--- src/rtl/cirb_pkg.sv ---
// ----------------------------------------------------------------------------
// cirb_pkg
// Shared types, register map and constants of the console I/O register block.
// ----------------------------------------------------------------------------
package cirb_pkg;

  localparam int DATA_W     = 32;
  localparam int IDX_W      = 8;
  localparam int REG_WORDS  = 256;
  localparam int OTP_WORDS  = 32;
  localparam int SLOT_W     = $clog2(REG_WORDS);
  localparam int OTP_ADDR_W = $clog2(OTP_WORDS);

  typedef logic [DATA_W-1:0]     word_t;
  typedef logic [IDX_W-1:0]      idx_t;
  typedef logic [SLOT_W-1:0]     slot_t;
  typedef logic [OTP_ADDR_W-1:0] otp_addr_t;

  // Register map, in word offsets
  localparam idx_t IDX_TIMER    = 8'd4;
  localparam idx_t IDX_PROTECT  = 8'd24;
  localparam idx_t IDX_GPIO_EN  = 8'd55;
  localparam idx_t IDX_GPIO_OUT = 8'd56;
  localparam idx_t IDX_GPIO_DIR = 8'd57;
  localparam idx_t IDX_GPIO_IN  = 8'd58;
  localparam idx_t IDX_SPARE    = 8'd98;
  localparam idx_t IDX_BOOT     = 8'd99;
  localparam idx_t IDX_OTP_CMD  = 8'd123;
  localparam idx_t IDX_OTP_DATA = 8'd124;
  localparam idx_t IDX_VERSION  = 8'd133;

  localparam word_t VERSION_WORD     = 32'h0000_0010;
  localparam word_t OTP_INDEX_MASK   = 32'h0000_001f;
  localparam word_t BOOT_CLEAR_VALUE = 32'd0;
  localparam word_t BOOT_SET_VALUE   = 32'd9;
  localparam int    OTP_GO_BIT       = 31;
  localparam int    BOOT_SEL_BIT     = 16;
  localparam word_t OTP_LATCH_RESET  = 32'hffff_ffff;

  localparam slot_t BOOT_SLOT  = SLOT_W'(int'(IDX_BOOT) % REG_WORDS);
  localparam slot_t SPARE_SLOT = SLOT_W'(int'(IDX_SPARE) % REG_WORDS);

  typedef enum logic [1:0] {
    OP_READ     = 2'd0,
    OP_WRITE    = 2'd1,
    OP_TICK     = 2'd2,
    OP_OTP_LOAD = 2'd3
  } op_t;

  // One write into the general word store
  typedef struct packed {
    logic  en;
    slot_t slot;
    word_t data;
  } store_wr_t;

  // Word index wraps modulo the store depth (a power of two)
  function automatic slot_t store_slot(idx_t idx);
    return SLOT_W'(idx);
  endfunction

endpackage

--- src/rtl/cirb_otp.sv ---
// ----------------------------------------------------------------------------
// cirb_otp
// OTP word store: loaded one word at a time, read by the OTP command.
// ----------------------------------------------------------------------------
module cirb_otp import cirb_pkg::*; (
  input  logic      clk,
  input  logic      rst,
  input  logic      wr_en,
  input  otp_addr_t wr_slot,
  input  word_t     wr_data,
  input  otp_addr_t rd_slot,
  output word_t     rd_word
);

  word_t otp_mem [OTP_WORDS];

  always_ff @(posedge clk) begin
    if (rst) begin
      for (int i = 0; i < OTP_WORDS; i++) begin
        otp_mem[i] <= '0;
      end
    end else if (wr_en) begin
      otp_mem[wr_slot] <= wr_data;
    end
  end

  assign rd_word = otp_mem[rd_slot];

endmodule

--- config.mk ---
export PLATFORM = sky130hd
export DESIGN_NAME = cirb_otp
export DESIGN_NICKNAME = d
export VERILOG_FILES = /design/src/rtl/cirb_pkg.sv /design/src/rtl/cirb_otp.sv
export SDC_FILE = /design/constraint.sdc
export NUM_CORES = 1
export LEC_CHECK = 0
export BUFFER_PORTS_ARGS = -buffer_cell sky130_fd_sc_hd__buf_2
export CAP_MARGIN = 20
export CORE_MARGIN = 2
export CORE_UTILIZATION = 60
export CTS_CLUSTER_SIZE = 24
export DETAILED_ROUTE_END_ITERATION = 16
export PLACE_DENSITY_LB_ADDON = 0.08
export SLEW_MARGIN = 15
export SYNTH_ARGS = -nofsm -noshare
export SYNTH_HDL_FRONTEND = slang
export SYNTH_SLANG_ARGS = --single-unit
--- constraint.sdc ---
create_clock -name clk -period 3.9 [get_ports clk]
set_input_delay 0.78 -clock clk [delete_from_list [all_inputs] [get_ports clk]]
set_output_delay 0.78 -clock clk [all_outputs]
set_load 0.005 [all_outputs]
=== Yosys cells after proc, flatten, opt, wreduce, memory -nomap -nowiden ===
Memory sizes are Yosys's and may differ from the RTL's.
Index checks and enable logic that the tools add are counted.

* Add/subtract/negate cells: 0
* $mul: 0
* Divide/modulo/power cells: 0
* Magnitude comparators: 0
* Equal/unequal tests: 0
* Shift-type cells: 0
* Muxes and demuxes: 8
* Bitwise gates (word level): 0
* Reduce and logical (&&, ||, !) cells: 1

{| class="wikitable"
|+ Operators with widths
! kind !! number
|-
| 2-to-1 mux 32 bit || 1
|-
| OR reduction 32 bit || 1
|-
| 2-to-1 mux 1 bit || 6
|-
| 2-to-1 mux 5 bit || 1
|}

* Register bits: 0
* Latch bits: 0
* Memory bits (writable): 1024
* ROM bits: 0
* Input bits: 45
* Output and inout port bits: 32
* Memories kept: 1

{| class="wikitable"
|+ Memories
! name !! depth !! width !! rd ports !! clocked after memory_dff !! wr ports !! line !! text
|-
| otp_mem || 32 || 32 || 1 || 0 || 32 || cirb_otp.sv:15 || <nowiki>word_t otp_mem [OTP_WORDS];</nowiki>
|}

=== Depth between registers and ports, before layout ===
Gate-level depths: netlist of the first run.

* Depth after elaboration: 5
* Depth in mapped cells: 8
* Gate-level depth less buffers: 5

=== Worst setup path after synthesis of the first run ===
Ideal clock, no wire load.

* Path kind: input to output
* From: input port rd_slot[1]
* To: output port rd_word[25]
* Arrival: 1.916 ns
* Slack: 1.204 ns
* Cell stages on the path: 8
* Path buffers: 4
* Cell sequence: buf_2 > buf_6 > buf_6 > buf_6 > mux2i_1 > a22oi_1 > a31oi_1 > nand3_1

* Word-level cells in the longest chain between the ends: 1

{| class="wikitable"
|+ Ends and longest elaborated chain
! item !! line !! text
|-
| from (decl) || cirb_otp.sv:11 || <nowiki>input otp_addr_t rd_slot,</nowiki>
|-
| memory (32 x 32 bit) || - ||
|-
| to (decl) || cirb_otp.sv:12 || <nowiki>output word_t rd_word</nowiki>
|}

No other way between the ends.

=== Worst setup path after layout of the first run ===
* From: input port rd_slot[1]
* To: output port rd_word[9]

Same word-level chain as after synthesis.

==> results by group, run 1 <==
Routing
  • DR pass1 iterations: 5
  • DRT antenna net count: 0
  • Via Count: 27939
  • Vias per inst: 6.05
  • Total Wirelength: 122000 um
  • DRC: 0
  • Iteration-0 DRC Markers: 2801
  • Routed WL per cell: between 20 and 30 um

Logic synthesis
  • Synth Flop Type: edfxtp_1
  • Post-Synthesis Net Count: between 3000 and 4000
  • Avg Inst Size Synth: 13.7 um^2
  • Synthesized area: 0.0475 mm^2
  • Top post-synthesis cells by area: edfxtp_1 (65%), and2_1 (13%), mux2i_1 (11%), a22oi_1 (1.5%), clkbuf_1 (1.4%)
  • Largest area contributor in the netlist: edfxtp_1
  • Post-synth cell types: 31
  • Synth Instances: 3482
  • Number of synthesized flops with an enable pin: 1024
  • Synth warnings: 0
  • Flops & latches, synth: 1024
  • Async S/R FF share, synth: 0
  • Share of the synthesized area in the top cell type: 0.647
  • Sequential area share after synthesis: 0.647

Timing
  • Final setup margin: 0.205 ns
  • Slew HR: 0.296
  • Fmax: 0.271 GHz
  • Least-Margin Pin Slew: 1.06 ns
  • Final setup vio count: 0
  • Max-slew violation count: 0
  • Hold WS: 0.769 ns
  • Setup TNS: 0 ns
  • Min Clock Period, post-route: between 3 and 4 ns
  • Fin crit share: 0.947
  • RSZ-0062 raised after global routing: no
  • Final Hold Viols: 0

Final layout
  • Max reg flops: 1024
  • Nets: roughly 3500
  • P&R area growth vs syn: 10.4%
  • Share of cells above drive strength 1: 0.119
  • Largest registers: otp_mem: 1024 flops
  • Most flops, register: otp_mem

Floorplanning
  • Core Box Area: 0.0787 mm^2
  • Die Y: 286 um
  • Die area: ~0.082 mm^2
  • # rows: 103
  • Ports: 77
  • Initial Util: 0.604
  • Die X: 286 um

Job
  • Max-cap viol count: 0

Worst setup path
  • Critical path buffers and inverters: 4
  • Crit path capture type: output port
  • CP top delay family: buffers and inverters
  • Worst setup path category: input port to output port
  • WP data required: ~3.1 ns
  • Startpoint types: input port
  • Critical Path Max Stage Delay: 0.51 ns
  • Peak fanout along the critical path: 28
  • CP Cell Sequence: buf_8 -> buf_12 -> buf_4 -> mux2i_1 -> a22oi_1 -> a31oi_1 -> nand3_1 -> buf_2
  • Crit path DAT: 2.91 ns
  • Slowest-stage cell, CP: a31oi_1

Global route
  • First-pass GRT wire length: 180000 um
  • Largest net degree at the start of global routing: 62
  • Tot GR Track Use: 0.301
  • Overflow after GRT: 0
  • Vias in the first global route: 28640
  • Initial antenna violation count: 13

Placement
  • PortBufs: 76
  • Global placement routability congestion: around 0.81
  • Dpl hpwl: around 72000 um
  • DP Worst Slack: approximately 0.30 ns

Hold path
  • Hold_sp: wr_data[24]
  • Worst Hold Class: input port to flop
  • Hold Path Depth: 2
  • Sink of the worst hold path: otp_mem[20][24]

Clock tree
  • Clock sink count: 1024
  • Clk Tree Root Cell: clkbuf_16
  • CTS resizes: 0
  • Postcts setup bufs: 0
  • CTS Buffer Depth: 3
  • Reg clk slew, reported paths: approximately 0.060 ns
  • H-tree depth: 3
  • CTS Buf Count: 105
  • Cts hold-fix bufs: 0
  • CTS tree: yes

Pwr
  • Maximum vdd drop: 0.420 mV
  • Pwr dens: 465 mW/mm^2
  • Leakage: ~20 nW

Status
  • Status: completed
-- cell usage after synthesis (4+ instances only) --
cell type / number
nand2_1: 98
buf_1: 10
nor2_4: 4
clkbuf_1: 177
a22oi_1: 96
nand3_1: 97
buf_2: 40
buf_6: 40
buf_4: 25
nor3_1: 32
mux2i_1: 512
and2_1: 1025
a21oi_1: 96
or2_2: 33
edfxtp_1: 1024
a22o_1: 64
clkbuf_2: 27
a31oi_1: 32
nor2_2: 6
nor2_1: 21
nor2_8: 4
-- kinds of logic after synthesis --
| kind of cell | after synthesis | synth area share |
|---|---|---|
| buf+inv | 322 | 0.0359 |
| flops | 1024 | 0.647 |
| simple gates | 1336 | 0.168 |
| compound gates | 288 | 0.0413 |
| mux | 512 | 0.108 |
-- layer usage --
metal | vias up | part of all wire | GRT usage
li1 | 12481 | - | -
met1 | 14149 | 0.41 | 0.410
met2 | 1104 | 0.49 | 0.494
met3 | 203 | 0.081 | 0.0573
met4 | 2 | 0.024 | 0.0958
met5 | - | 0.00011 | 0
-- final cells by class --
cell class | count | area [um^2]
fillers | 5646 | 26200
repair buffers | 207 | 1950
clock inverters | 56 | 429
clock buffers | 138 | 2880
well taps | 1050 | 1310
diodes | 10 | 25.0
multi-input cells | 2136 | 15200
flip-flops and latches | 1024 | 30700
-- where the power goes --
group          switching (mW)  internal (mW)
sequential              0.165           12.7
combinational            1.23          0.634
clock                    4.09           5.62
-- stage by stage --
| stage | area, um^2 | power (mW) | cells | util |
|---|---|---|---|---|
| 6_report | 52500 | 24.4 | 4621 | 0.667 |
| 5_1_grt | 52500 | 25.1 | 4619 | 0.667 |
| 4_1_cts | 52500 | 24.5 | 4611 | 0.667 |
| 3_5_place_dp | 49200 | 14.9 | 4417 | 0.625 |
| 3_3_place_gp | 49200 | 14.9 | 4417 | 0.625 |
| 2_1_floorplan | 47500 | 14.1 | 3482 | - |
-- cell usage in the layout, fill, tap and decap left out, types with 26 or more instances in the layout --
cell / n
clkbuf_1: 27
nor3_1: 32
buf_2: 75
a21oi_1: 96
a22o_1: 64
or2_2: 33
a22oi_1: 96
edfxtp_1: 1024
buf_12: 46
nand2_1: 98
clkinv_1: 26
clkbuf_16: 111
nand3_1: 97
a31oi_1: 32
buf_4: 85
mux2i_1: 512
and2_1: 1024
-- worst max path at each step --
stage | start | end | slack, ns | depth (start not counted)
global placement | rd_slot[1] | rd_word[28] | 0.28 | 7
CTS | rd_slot[1] | rd_word[9] | 0.31 | 8
finish | rd_slot[1] | rd_word[9] | 0.21 | 8
global route | rd_slot[1] | rd_word[9] | 0.05 | 8
detailed placement | rd_slot[1] | rd_word[9] | 0.30 | 8
floorplan | rd_slot[1] | rd_word[25] | 1.20 | 8
Note: power is estimated with default switching activity, not from simulation.
==> run 2, diff against run 1 <==
REMOVE_ABC_BUFFERS = 1   (was unset)
==> run 2 against run 1 <==
Effect of this change: via count is 1.4% higher; count of clock-buffer cells in the layout is 11 lower; fmax is 1.6% lower; core utilization is 0.28 points lower; critical endpoint is now rd_word[23]; largest cell class unchanged.
==> results by group, run 2 (synthesized netlist as in run 1, its figures left out) <==
Pwr
  • Pwr dens: 464 mW/mm^2 (-0.29%)
  • Maximum vdd drop: 0.319 mV (-24%)
  • Clock network fraction of design power: 0.393 (-0.005)
  • Switching pwr: 5.52 mW (+0.59%)
  • Sequential Power Share: 0.530 (+0.004)
  • P_int: 18.7 mW (-1.1%)
  • Leakage: 19.8 nW (-0.42%)
  • Comb power frac: 0.077 (about the same)
  • Net Sw Frac: 0.228 (+0.00294)

Worst setup path
  • Worst setup path category: input port to output port
  • Peak fanout along the critical path: 49 (+75%)
  • Startpoint types: input port
  • Crit path capture type: output port
  • WP data required: 3.12 ns (about the same)
  • Crit path DAT: 2.97 ns (+0.06 ns)
  • Crit path from: rd_slot[0]

Routing
  • DR pass1 iterations: 5 (unchanged)
  • Iteration-0 DRC Markers: 3046 (+8.7%)
  • DRT antenna net count: 0 (unchanged)
  • Total Wirelength: 127000 um (+3.6%)
  • Vias per inst: 6.16 (+1.8%)
  • DRC: 0 (unchanged)
  • Via Count: 28342 (+1.4%)
  • Routed WL per cell: 27.5 um (+4.0%)

Global route
  • Overflow after GRT: 0 (unchanged)
  • Vias in the first global route: 29083 (+1.5%)
  • Tot GR Track Use: 0.312 (+0.0115)
  • Initial antenna violation count: 4 (-9)
  • First-pass GRT wire length: 187000 um (+3.8%)
  • Largest net degree at the start of global routing: 58 (-6.5%)

Final layout
  • Most frequent cells in the layout: and2_1 (1024), edfxtp_1 (1024), mux2i_1 (512)
  • Nets: 3516 (-0.085%)
  • Most flops, register: otp_mem
  • Reg area: 0.0307 mm^2 (unchanged)
  • Final Util: 0.664 (-0.00278)
  • Area of the multi-input gates: 0.0152 mm^2 (unchanged)
  • Largest registers: otp_mem: 1024 flops
  • Share of cells above drive strength 1: 0.117 (-0.00192)
  • # fillers: 5578 (-1.2%)
  • Max reg flops: 1024 (unchanged)
  • P&R area growth vs syn: 9.97%

Timing
  • Min Clock Period, post-route: 3.75 ns (+0.0600 ns)
  • Max-slew violation count: 0 (unchanged)
  • Least-Margin Pin Slew: 1.16 ns (+0.101 ns)
  • Final setup vio count: 0 (unchanged)
  • Final Hold Viols: 0 (unchanged)
  • Fin crit share: 0.963 (+0.0154)
  • Slew HR: 0.229 (-0.0674)
  • Hold WS: 0.758 ns (-0.0103 ns)
  • Fmax: 0.266 GHz (-1.6%)
  • RSZ-0062 raised after global routing: no

Placement
  • Dpl hpwl: 71300 um (-0.78%)
  • Global placement routability congestion: 0.815 (+0.22%)
  • PortBufs: 76 (unchanged)

Floorplanning
  • Initial Util: 0.604 (unchanged)
  • Ports: 77 (unchanged)
  • # rows: 103 (unchanged)
  • Die X: 286 um (unchanged)
  • Die area: 0.0815 mm^2 (unchanged)
  • Die Y: 286 um (unchanged)
  • Core Box Area: 0.0787 mm^2 (unchanged)

Clock tree
  • Clock sink count: 1024 (unchanged)
  • Reg clk slew, reported paths: 0.06 ns (about the same)
  • Cts hold-fix bufs: 0 (unchanged)
  • H-tree depth: 3 (unchanged)
  • CTS Buffer Depth: 3 (unchanged)
  • Postcts setup bufs: 0 (unchanged)
  • CTS tree: yes
  • CTS resizes: 0 (unchanged)
  • CTS Buf Count: 103 (-1.9%)
  • Clk Tree Root Cell: clkbuf_16

Hold path
  • Worst Hold Class: input port to flop
  • Hold_sp: wr_data[31]
  • Hold Path Depth: 2 (unchanged)

Job
  • Max-cap viol count: 0 (unchanged)

Status
  • Status: completed
run 2: cell types whose count changed in the layout (fill, tap and decap cells not counted), sizes merged:
cell,delta
bufinv,+1
inv,+3
buf,-1
clkinvlp,-1
clkinv,-1
clkbuf,-11
diode,-8
run 2: final timing paths:
check,end,slack [ns]
worst max-delay path,rd_word[23],0.15
worst min-delay path,otp_mem[18][31],0.76
run 2: worst max-delay path, stage by stage:
cell and delay [ns]:
buf_2 0.14, nor2_4 0.13, buf_12 0.25, buf_12 0.33, buf_4 0.37, nand2_1 0.09
a31oi_1 0.38, buf_4 0.20, nand3_1 0.07, buf_2 0.14
run 2: power groups by stage:
| stage | combinational, mW | clock, mW | sequential (mW) |
|---|---|---|---|
| floorplan | 0.880 | 0 | 13.0 |
| global placement | 1.83 | 0 | 13.0 |
| detailed placement | 1.86 | 0 | 13.1 |
| CTS | 1.87 | 9.60 | 12.8 |
| global route | 1.98 | 10.0 | 12.9 |
| finish | 1.88 | 9.53 | 12.8 |
run 2: layout make-up:
| class | instances | share of cell area |
|---|---|---|
| clock inverters | 58 | 0.00897 |
| flip-flops and latches | 1024 | 0.588 |
| clock buffers | 127 | 0.0518 |
| diodes | 2 | 0.0000957 |
| well taps | 1050 | 0.0251 |
| multi-input cells | 2136 | 0.290 |
| repair buffers | 206 | 0.0359 |
run 2: stage by stage:
stage / cells / power, mW / setup WS [ns] / area (um^2) / TNS (ns)
2_1_floorplan: 3160 / 13.9 / -2.58 / 45800 / -82.41
3_3_place_gp: 4414 / 14.9 / 0.217 / 49100 / 0
3_5_place_dp: 4415 / 14.9 / 0.241 / 49100 / 0
4_1_cts: 4600 / 24.3 / 0.232 / 52300 / 0
5_1_grt: 4601 / 24.9 / 0.168 / 52300 / 0
6_report: 4603 / 24.3 / 0.145 / 52300 / 0
run 2: routing by layer:
layer  up-vias  GRT usage  wire length, um
met4         2      0.107             3940
li1      12445          -                -
met1     14388      0.432            51300
met2      1296      0.511            61200
met5         -          0               13
met3       211     0.0465            10300
